<file path="src/rtl/core/la32r_pkg.sv">
package la32r_pkg;

   localparam int RegCountDefault = 32;
   localparam int XLEN = 32;

   typedef enum logic [1:0] {
      ST_OK      = 2'd0,
      ST_INVALID = 2'd1,
      ST_BREAK   = 2'd2,
      ST_HOST    = 2'd3
   } status_type;

   typedef enum logic [2:0] {
      LK_B  = 3'd0,
      LK_H  = 3'd1,
      LK_W  = 3'd2,
      LK_BU = 3'd3,
      LK_HU = 3'd4
   } load_kind_type;

   typedef enum logic [1:0] {
      FSM_IDLE,
      FSM_EXEC,
      FSM_DIV,
      FSM_OUT
   } fsm_type;

   typedef struct packed {
      logic [0:0]  cmd;
      logic [31:0] instr;
      logic [31:0] pc;
      logic [31:0] load_data;
   } req_type;

   typedef struct packed {
      logic [31:0] next_pc;
      logic [0:0]  mem_read;
      logic [0:0]  mem_write;
      logic [31:0] mem_addr;
      logic [1:0]  mem_size;
      logic [31:0] store_data;
      logic [1:0]  status;
      logic [31:0] halt_value;
   } rsp_type;

   typedef struct packed {
      logic        start;
      logic        is_signed;
      logic        want_rem;
      logic [31:0] a;
      logic [31:0] b;
   } div_cmd_type;

   localparam logic [5:0]  OP6_B    = 6'h14;
   localparam logic [5:0]  OP6_BL   = 6'h15;
   localparam logic [5:0]  OP6_JIRL = 6'h13;
   localparam logic [5:0]  OP6_BEQ  = 6'h16;
   localparam logic [5:0]  OP6_BNE  = 6'h17;
   localparam logic [5:0]  OP6_BLT  = 6'h18;
   localparam logic [5:0]  OP6_BGE  = 6'h19;
   localparam logic [5:0]  OP6_BLTU = 6'h1a;
   localparam logic [5:0]  OP6_BGEU = 6'h1b;
   localparam logic [6:0]  OP7_LU12I = 7'h0a;
   localparam logic [6:0]  OP7_PCADD = 7'h0e;
   localparam logic [9:0]  OP10_SLTI  = 10'h08;
   localparam logic [9:0]  OP10_SLTUI = 10'h09;
   localparam logic [9:0]  OP10_ADDI  = 10'h0a;
   localparam logic [9:0]  OP10_ANDI  = 10'h0d;
   localparam logic [9:0]  OP10_ORI   = 10'h0e;
   localparam logic [9:0]  OP10_XORI  = 10'h0f;
   localparam logic [9:0]  OP10_LDB   = 10'ha0;
   localparam logic [9:0]  OP10_LDH   = 10'ha1;
   localparam logic [9:0]  OP10_LDW   = 10'ha2;
   localparam logic [9:0]  OP10_LDBU  = 10'ha8;
   localparam logic [9:0]  OP10_LDHU  = 10'ha9;
   localparam logic [9:0]  OP10_STB   = 10'ha4;
   localparam logic [9:0]  OP10_STH   = 10'ha5;
   localparam logic [9:0]  OP10_STW   = 10'ha6;
   localparam logic [16:0] OP17_ADD   = 17'h20;
   localparam logic [16:0] OP17_SUB   = 17'h22;
   localparam logic [16:0] OP17_SLT   = 17'h24;
   localparam logic [16:0] OP17_SLTU  = 17'h25;
   localparam logic [16:0] OP17_NOR   = 17'h28;
   localparam logic [16:0] OP17_AND   = 17'h29;
   localparam logic [16:0] OP17_OR    = 17'h2a;
   localparam logic [16:0] OP17_XOR   = 17'h2b;
   localparam logic [16:0] OP17_SLL   = 17'h2e;
   localparam logic [16:0] OP17_SRL   = 17'h2f;
   localparam logic [16:0] OP17_SRA   = 17'h30;
   localparam logic [16:0] OP17_MUL   = 17'h38;
   localparam logic [16:0] OP17_MULH  = 17'h39;
   localparam logic [16:0] OP17_MULHU = 17'h3a;
   localparam logic [16:0] OP17_DIV   = 17'h40;
   localparam logic [16:0] OP17_MOD   = 17'h41;
   localparam logic [16:0] OP17_DIVU  = 17'h42;
   localparam logic [16:0] OP17_MODU  = 17'h43;
   localparam logic [16:0] OP17_SLLI  = 17'h81;
   localparam logic [16:0] OP17_SRLI  = 17'h89;
   localparam logic [16:0] OP17_SRAI  = 17'h91;
   localparam logic [16:0] OP17_BREAK = 17'h54;
   localparam logic [16:0] OP17_SYSC  = 17'h56;
   localparam logic [31:0] INSTR_ERTN = 32'h06483800;
   localparam logic [7:0]  OP8_CSR    = 8'h04;

endpackage

</file>
<file path="src/rtl/core/la32r_div.sv">
// Radix-2 restoring divider, one quotient bit per cycle.
module la32r_div import la32r_pkg::*; (
   input  logic        clock,
   input  logic        reset,
   input  div_cmd_type cmd,
   output logic        done,
   output logic [31:0] result
);
   logic [31:0] quo_ff, quo_in, rem_ff, rem_in, dsr_ff, dsr_in;
   logic [5:0]  cnt_ff, cnt_in;
   logic        busy_ff, busy_in, neg_q_ff, neg_q_in, neg_r_ff, neg_r_in, rsel_ff, rsel_in;
   logic        zero_ff, zero_in, done_ff, done_in;
   logic [31:0] a0_ff, a0_in;
   logic [32:0] trial;
   logic [31:0] ma, mb, qf, rf;

   always_comb begin
      ma = (cmd.is_signed && cmd.a[31]) ? (32'd0 - cmd.a) : cmd.a;
      mb = (cmd.is_signed && cmd.b[31]) ? (32'd0 - cmd.b) : cmd.b;
      trial = {rem_ff, quo_ff[31]} - {1'b0, dsr_ff};
      quo_in = quo_ff; rem_in = rem_ff; dsr_in = dsr_ff; cnt_in = cnt_ff;
      busy_in = busy_ff; neg_q_in = neg_q_ff; neg_r_in = neg_r_ff; rsel_in = rsel_ff;
      zero_in = zero_ff; a0_in = a0_ff; done_in = 1'b0;
      if (cmd.start) begin
         quo_in = ma; rem_in = '0; dsr_in = mb; cnt_in = 6'd32; busy_in = 1'b1;
         neg_q_in = cmd.is_signed && (cmd.a[31] != cmd.b[31]);
         neg_r_in = cmd.is_signed && cmd.a[31];
         rsel_in = cmd.want_rem; zero_in = (cmd.b == '0); a0_in = cmd.a;
      end else if (busy_ff) begin
         if (!trial[32]) begin
            rem_in = trial[31:0];
            quo_in = {quo_ff[30:0], 1'b1};
         end else begin
            rem_in = {rem_ff[30:0], quo_ff[31]};
            quo_in = {quo_ff[30:0], 1'b0};
         end
         cnt_in = cnt_ff - 6'd1;
         if (cnt_ff == 6'd1) begin
            busy_in = 1'b0;
            done_in = 1'b1;
         end
      end
   end

   always_ff @(posedge clock) begin
      if (reset) begin
         busy_ff <= 1'b0;
         done_ff <= 1'b0;
      end else begin
         busy_ff <= busy_in;
         done_ff <= done_in;
      end
      quo_ff <= quo_in; rem_ff <= rem_in; dsr_ff <= dsr_in; cnt_ff <= cnt_in;
      neg_q_ff <= neg_q_in; neg_r_ff <= neg_r_in; rsel_ff <= rsel_in;
      zero_ff <= zero_in; a0_ff <= a0_in;
   end

   always_comb begin
      qf = neg_q_ff ? (32'd0 - quo_ff) : quo_ff;
      rf = neg_r_ff ? (32'd0 - rem_ff) : rem_ff;
      if (zero_ff) result = rsel_ff ? a0_ff : '1;
      else result = rsel_ff ? rf : qf;
   end
   assign done = done_ff;
endmodule
</file>
<file path="config.mk">
export PLATFORM = sky130hd
export DESIGN_NAME = la32r_div
export DESIGN_NICKNAME = d
export VERILOG_FILES = /design/src/rtl/core/la32r_pkg.sv /design/src/rtl/core/la32r_div.sv
export SDC_FILE = /design/constraint.sdc
export NUM_CORES = 1
export LEC_CHECK = 0
export BUFFER_PORTS_ARGS = -buffer_cell sky130_fd_sc_hd__buf_2
export CAP_MARGIN = 20
export CORE_UTILIZATION = 62
export CTS_BUF_LIST = sky130_fd_sc_hd__clkbuf_4
export CTS_CLUSTER_DIAMETER = 40
export CTS_CLUSTER_SIZE = 30
export DETAILED_ROUTE_END_ITERATION = 10
export PLACE_DENSITY = 0.83
export SYNTH_ARGS = -nofsm -noshare
export SYNTH_HDL_FRONTEND = slang
export SYNTH_SLANG_ARGS = --single-unit
</file>
<file path="constraint.sdc">
create_clock -name clock -period 4.3 [get_ports clock]
set_input_delay 0.215 -clock clock [delete_from_list [all_inputs] [get_ports clock]]
set_output_delay 0.215 -clock clock [all_outputs]
set_load 0.1 [all_outputs]
</file>
# [Yosys cells after proc, flatten, opt, wreduce, memory -nomap -nowiden]
# Index checks and enable logic that the tools add are counted.
[word_totals] ff_bits=140 input_bits=69 out_inout_bits=33 elab_cells=41
[classes] n_addsub=6 eq_ne=2 mux=15 n_bitwise=1 reduce_logical=6
[op_table] operator="$mux W32" n=10
[op_table] operator="$sub A1 B32 Y32 const A" n=4
[op_table] operator="$sub A33 B32 Y33" n=1
[op_table] operator="$logic_not A32 Y1" n=1
[op_table] operator="$eq A6 B1 Y1 const B" n=1
[op_table] operator="$sub A6 B1 Y6 const B" n=1
[op_table] operator="$mux W1" n=5
[op_table] operator="$logic_and A1 B1 Y1" n=3
[op_table] operator="$reduce_or A3 Y1" n=1
[op_table] operator="$reduce_bool A2 Y1" n=1
[op_table] operator="$ne A1 B1 Y1" n=1
[op_table] operator="$not A1 Y1" n=1

# [Logic depth before layout (Yosys ltp)]
# Gate-level depths: netlist of run 1.
[logic_depth] word_depth=4 mapped_depth=14 ltp_nobuf=12

# [Worst setup path before layout of run 1]
# Ideal clock, no wire load.
[synth_path] path_type="reg-to-output" startpoint="reg rem_ff[10]" endpoint="out result[31]" arrival_time_ns=4.837 required_ns=4.085 slack_ns=-0.752 stages_incl_launch_ff=10 path_buffers=0 cell_sequence="dfxtp_1 or4_4 or3_4 or3_1 or2_4 or4_4 nor3_2 mux2_1 nor2_1 a211oi_1"
[synth_between] elab_chain_cells=4
[synth_lines] element="from (decl)" line="la32r_div.sv:9" text="logic [31:0] quo_ff, quo_in, rem_ff, rem_in, dsr_ff, dsr_in;"
[synth_lines] element="from (signal assigned)" line="la32r_div.sv:53" text="quo_ff <= quo_in; rem_ff <= rem_in; dsr_ff <= dsr_in; cnt_ff <= cnt_in;"
[synth_lines] element="$sub A1 B32 Y32" line="la32r_div.sv:60" text="rf = neg_r_ff ? (32'd0 - rem_ff) : rem_ff;"
[synth_lines] element="$mux W32" line="la32r_div.sv:60"
[synth_lines] element="$mux W32" line="la32r_div.sv:62" text="else result = rsel_ff ? rf : qf;"
[synth_lines] element="$mux W32" line="la32r_div.sv:61" text="if (zero_ff) result = rsel_ff ? a0_ff : '1;"
[synth_lines] element="to (decl)" line="la32r_div.sv:7" text="output logic [31:0] result"
# No other way between the ends.

# [Worst setup path in the final report of run 1]
[layout_path] startpoint="reg rem_ff[10]" endpoint="out result[29]"
# Same word-level chain as after synthesis.

==> results of run 1 <==
-- state kept, by name (all words and copies together) (netlist names), 6 cells and up --
register,flops
a0_ff,32
cnt_ff,6
dsr_ff,32
quo_ff,32
rem_ff,32
-- cell type report --
type,instances,share of cell area
repair buffers,184,0.113
flip-flops and latches,140,0.323
clock buffers,19,0.0121
multi-input cells,900,0.497
inverters,66,0.0210
diodes,1,0.000212
well taps,216,0.0229
clock inverters,13,0.0107
-- cell families after synthesis --
logic type / after synthesis / synth area share
simple gates: 361 / 0.166
compound gates: 320 / 0.202
xor+xnor: 148 / 0.129
flops: 140 / 0.378
buf+inv: 115 / 0.0435
fa+ha+maj: 39 / 0.0492
mux: 32 / 0.0321
-- worst max-delay path by stage --
stage                     slack (ns)          to  cells past startpoint               startpoint
after global routing           -0.03  result[30]                     10  rem_ff[10]$_SDFFE_PP0P_
after global placement          0.59  result[29]                     10  rem_ff[10]$_SDFFE_PP0P_
after floorplan                 0.14  result[30]                      9  rem_ff[10]$_SDFFE_PP0P_
after detailed placement        0.55  result[29]                     10  rem_ff[10]$_SDFFE_PP0P_
final                           0.12  result[29]                     10  rem_ff[10]$_SDFFE_PP0P_
after CTS                       0.03  result[28]                     10      quo_ff[5]$_DFFE_PP_
-- synth_stat cells (all sizes together) (5+ instances only) --
cell,n
o31a,6
inv,66
nand2b,7
ha,38
mux2i,30
nand2,110
a311oi,8
o21a,8
nor2,128
nor3,22
o31ai,25
and2,5
or4,11
nand3,15
a31oi,6
buf,7
o21ai,64
a21oi,104
a22oi,24
a211oi,20
o21bai,5
nand4,6
clkbuf,42
and3,10
xor2,66
or3,14
edfxtp,100
nor2b,7
o41ai,12
xnor2,82
dfxtp,40
nor4,14
a21o,10
o211ai,5
-- per-layer routing --
metal	track usage	routed length, um
met5	0	0
met4	0.132	772
met3	0.0574	1650
met2	0.564	13400
met1	0.403	11000
-- worst min-delay path: cells and delay by family --
family	cells	cell delay, ns
XOR/XNOR	1	0.14
buffers and inverters	2	0.16
-- power breakdown --
part           total (uW)  internal (uW)  switching, uW  leakage (uW)
combinational        1670            564           1100       0.00323
sequential           1720           1590            131       0.00131
clock                 853            349            505      0.000139
-- through the flow --
stage	power (uW)	area, um2	setup slack (ns)	hold WS, ns
2_1_floorplan	2950	10100	0.141	0.287
3_3_place_gp	3280	10800	0.586	0.390
3_5_place_dp	3310	10800	0.552	0.394
4_1_cts	4200	11700	0.0262	0.00862
5_1_grt	4440	11800	-0.0298	0.0355
6_report	4240	11800	0.124	0.0346
-- repair_timing --
| action | 4_1_cts | 5_1_grt |
|---|---|---|
| gates resized for setup | 2 | 16 |
| setup buffers | 0 | 2 |
| hold endpoints to repair | 68 | 0 |
| hold buffers | 66 | 0 |
| endpoints found under the setup margin | 2 | 8 |
| pin swaps | 0 | 2 |
==> results.yml, run 1 <==
final_layout:
  final_cell_mix: "nor2_1 (126), nand2_1 (110), a21oi_1 (104), edfxtp_1 (100), buf_2 (94)"
  postLayoutCoreUtil: 0.742
  regArea_um2: 3810
  multi_input_comb_area_um2: 5870
  drive_above_1_share: 0.130
  syn2layout_area_growth_pct: 17.2
  final_common_cell: "nor2_1"
  fin_cells: 1539
  fin_nets: 1417
  num-fill-cells: 1224
critical_path:
  cp_cell_sequence: "or4_4 > or3_4 > or3_4 > or2_4 > or4_4 > o41ai_4 > xnor2_1 > mux2i_1 > a22oi_2 > buf_12"
  critPathBufInv: 1
  end_kind: "output port"
  r2r_start: "quo_ff[31]$_DFFE_PP_"
  path_max_fanout: 8
  critPathKind: "reg -> out"
  r2r_end: "rem_ff[0]$_SDFFE_PP0P_"
  startpoint_type: "flop"
  crit_family: "simple AND/OR/NAND/NOR gates"
  critical-path-max-stage-delay_ns: 0.55
  rrSetupSlack_ns: 0.61
  required_ns: 4.09
  critPathArrivalTime_ns: 3.96
  rr_worst_depth: 13
  critical_path.slowest_cell: "or4_4"
logic_synthesis:
  ys_seq_area_frac: 0.378
  synth_nets: 1263
  ys_types: 66
  synth.area.top_cells: "edfxtp_1 (30%), dfxtp_1 (8.0%), xnor2_1 (7.1%)"
  synth_warnings: 0
  synthCells: 1155
  synth_ff_type: "edfxtp_1"
  async_flop_share: 0
  synth_top_cell_by_area: "edfxtp_1"
  avgSynthCellArea_um2: 8.71
  synth_edf_count: 100
  syn-cell-area_um2: 10100
  synth_top_area_frac: 0.298
  ys_seq_elements: 140
floorplanning:
  dieHeight_um: 129
  io_pins: 102
  core_um2: 15900
  num_rows: 46
  dieArea_um2: 16700
  floorplan.initialDensity: 0.633
  die_x_um: 129
global_routing:
  grt_remaining_overflow: 0
  grt_max_degree: 79
  antenna_found_initial: 1
  grt_usage: 0.326
  grt_pass1_vias: 8821
  grt_pass1_wl_um: 42300
placement:
  place_congestion: 0.950
  dp_hpwl_um: 18400
  portBuffers: 101
  dp_cells: 1438
routing:
  antenna_left: 0
  avgViaCountPerCell: 6.14
  routed_wl_um: 26800
  drt_first_pass_iters: 8
  drc: 0
  drt_iter0_markers: 885
  vias: 9443
  drt-wirelength-per-cell_um: 17.4
power_and_ir_drop:
  irDropWorstVdd_v: 0.000279
  power.leakage_uw: 0.00468
  powerDensity_nw_per_um2: 360
sta:
  report.final.setup_viol: 0
  period_needed_ns: 4.18
  fin_tns_setup_ns: 0
  worst_slew_pin_slew_ns: 0.900
  finClkSkew_ns: 0.0257
  slew_violations: 0
  clock.fmax_ghz: 0.239
  hold_viol: 0
  slew_headroom: 0.398
  period_share: 0.971
clock_network:
  cts.path.max_buffers: 2
  cts_max_level: 4
  ctsRootBufferMaster: "clkbuf_4"
  clkLatencyLatePin_ns: 0.59
  cts.sinks: 140
  clk_pin_slew_ns: 0.12
  cts_buffers: 17
  cts_tree: "yes"
status:
  status: "complete, no violations"
worst_hold_path:
  holdCritPathClass: "in -> reg"
  min-delay-start: "cmd[24]"
  hold_end: "dsr_ff[24]$_DFFE_PP_"
  holdPathStages: 3
run:
  maxCapViolations: 0
(Power assumes the default switching activity.)
==> run 2, diff against run 1 <==
--- a/config.mk
+++ b/config.mk
@@ -7,5 +7,4 @@
 export LEC_CHECK = 0
 export BUFFER_PORTS_ARGS = -buffer_cell sky130_fd_sc_hd__buf_2
-export CAP_MARGIN = 20
 export CORE_UTILIZATION = 62
 export CTS_BUF_LIST = sky130_fd_sc_hd__clkbuf_4
==> constraint.sdc (replaced) <==
create_clock -name clock -period 4.3 [get_ports clock]
set_input_delay 0.43 -clock clock [delete_from_list [all_inputs] [get_ports clock]]
set_output_delay 0.43 -clock clock [all_outputs]
set_load 0.1 [all_outputs]
==> run 2 against run 1 <==
Net effect: the flow now finishes with violations (setup timing); first-iteration DRC count shrank 1.0%; via count shrank 1.9%; combinational power is essentially flat; wire length shrank 3.5%; non-clock buffer count shrank 50; worst hold slack gained 0.014 ns; sequential share of layout area grew 1.3 points; power grew 2.2%; sequential power is essentially flat; critical path depth grew 1; critical endpoint is now result[31]; largest cell class unchanged.
==> results.yml, run 2 (synthesis gave the netlist of run 1 again) <==
sta:
  worst_slew_pin_slew_ns: 0.825
  slew_headroom: 0.450
  setup_slack_ns: -0.0579
  rsz0062_at_grt: "yes"
  finClkSkew_ns: 0.0170
  clock.fmax_ghz: 0.229
  slew_violations: 0
  hold_viol: 0
  period_share: 1.01
  period_needed_ns: 4.36
  report.final.setup_viol: 2
clock_network:
  cts_tree: "yes"
  cts.sinks: 140
  cts_buffers: 17
  clkLatencyLatePin_ns: 0.59
  ctsRootBufferMaster: "clkbuf_4"
  cts.path.max_buffers: 2
  clk_pin_slew_ns: 0.13
  cts_max_level: 4
placement:
  pre_cts_slack_ns: 0.411
  dp_hpwl_um: 18500
  place_congestion: 0.915
  portBuffers: 101
  dp_cells: 1446
final_layout:
  drive_above_1_share: 0.149
  fin_nets: 1367
  fin_cells: 1489
  final_common_cell: "nor2_1"
  final_cell_mix: "nor2_1 (125), nand2_1 (110), a21oi_1 (102), edfxtp_1 (100), buf_2 (90)"
  syn2layout_area_growth_pct: 12.9
critical_path:
  critPathBufInv: 2
  path_max_fanout: 3
  end_kind: "output port"
  critical-path-max-stage-delay_ns: 0.54
  critical_path.slowest_cell: "or4_4"
  cp_cell_sequence: "or4_4 > or3_4 > or3_4 > or2_4 > or4_4 > buf_4 > nor3_2 > mux2_1 > nor2_2 > a211oi_2 > buf_6"
  critPathArrivalTime_ns: 3.93
  rrSetupSlack_ns: 0.44
  critPathKind: "reg -> out"
  startpoint_type: "flop"
  required_ns: 3.87
  crit_family: "simple AND/OR/NAND/NOR gates"
global_routing:
  grt_max_degree: 56
  grt_pass1_vias: 8667
  grt_usage: 0.317
  antenna_found_initial: 1
  grt_remaining_overflow: 0
  grt_pass1_wl_um: 41400
routing:
  wl_met3_um: 1560
  top_layer: "met4"
  drt_iter0_markers: 876
  vias: 9264
  drt-wirelength-per-cell_um: 17.3
  routed_wl_um: 25800
  drc: 0
  wl_met1_um: 10600
  wl_met2_um: 12700
  drt_first_pass_iters: 7
  avgViaCountPerCell: 6.22
  antenna_left: 0
floorplanning:
  dieArea_um2: 16700
  io_pins: 102
  dieHeight_um: 129
  die_x_um: 129
  core_um2: 15900
  num_rows: 46
  floorplan.initialDensity: 0.633
status:
  violations: "setup timing"
  status: "finished with violations"
power_and_ir_drop:
  irDropWorstVdd_v: 0.000230
  power.leakage_uw: 0.00451
  powerDensity_nw_per_um2: 382
run:
  maxCapViolations: 0
worst_hold_path:
  holdCritPathClass: "in -> reg"
run 2: cell count changes in the layout (fill, tap and decap cells not counted), sizes merged:
cell,previous run,this run
bufinv,2,4
dlygate4sd3,66,2
diode,1,2
clkinv,7,8
buf,115,129
clkbuf,22,20
clkinvlp,4,2
run 2: worst paths after layout:
kind / from / end / cells past startpoint
hold / removal: cmd[0] / dsr_ff[0]$_DFFE_PP_ / 1
setup / recovery: rem_ff[10]$_SDFFE_PP0P_ / result[31] / 11
hold reg to reg: cnt_ff[1]$_SDFFE_PP0P_ / cnt_ff[1]$_SDFFE_PP0P_ / 2
setup reg to reg: quo_ff[31]$_DFFE_PP_ / rem_ff[12]$_SDFFE_PP0P_ / 14
run 2: timing repair:
| item | 4_1_cts | 5_1_grt |
|---|---|---|
| endpoints found under the hold margin | 2 | 0 |
| resized for setup | 14 | 16 |
| hold buffers | 2 | 0 |
| pin swaps | 2 | 0 |
| setup buffers | 5 | 3 |
| setup endpoints to repair | 8 | 11 |
run 2: per-stage QoR:
stage          hold WS (ns)  power (uW)  utilization  instance area (um2)   TNS, ns
3_3_place_gp          0.481        3290        0.684                10900         0
5_1_grt              0.0190        4550        0.715                11400    -0.423
6_report             0.0483        4340        0.715                11400    -0.112
4_1_cts              0.0344        4300        0.710                11300   -0.0570
3_5_place_dp          0.493        3330        0.684                10900         0
2_1_floorplan         0.454        2950            -                10100  -0.00169
run 2: worst register-to-register path, stage by stage, from the launching register on:
cell      delay (ns)
edfxtp_1        0.49
inv_1           0.10
ha_1            0.25
fa_1            0.41
nand2b_1        0.18
a21oi_1         0.20
nor2_1          0.09
o21ai_0         0.18
buf_4           0.16
o211ai_1        0.14
and4_1          0.33
nor2_2          0.53
buf_4           0.31
mux2i_1         0.25
a211oi_1        0.11
run 2: layer usage:
metal  global-route usage  vias to the layer above
met2                0.542                      389
met4                0.143                        0
li1                     -                     4407
met3               0.0574                       87
met5                    0                        -
met1                0.390                     4381
run 2: layout make-up:
type,count,area [um2]
Timing Repair Buffer,134,817
Antenna cell,2,5.00
Tap cell,216,270
Sequential cell,140,3810
Clock buffer,17,128
Clock inverter,14,178
Inverter,66,248
Fill cell,1220,4530
Multi-Input combinational cell,900,5900
run 2: where the power goes:
group / switching (uW) / internal (uW)
logic: 1100 / 552
clock network: 519 / 449
registers: 124 / 1590
total: 1740 / 2590
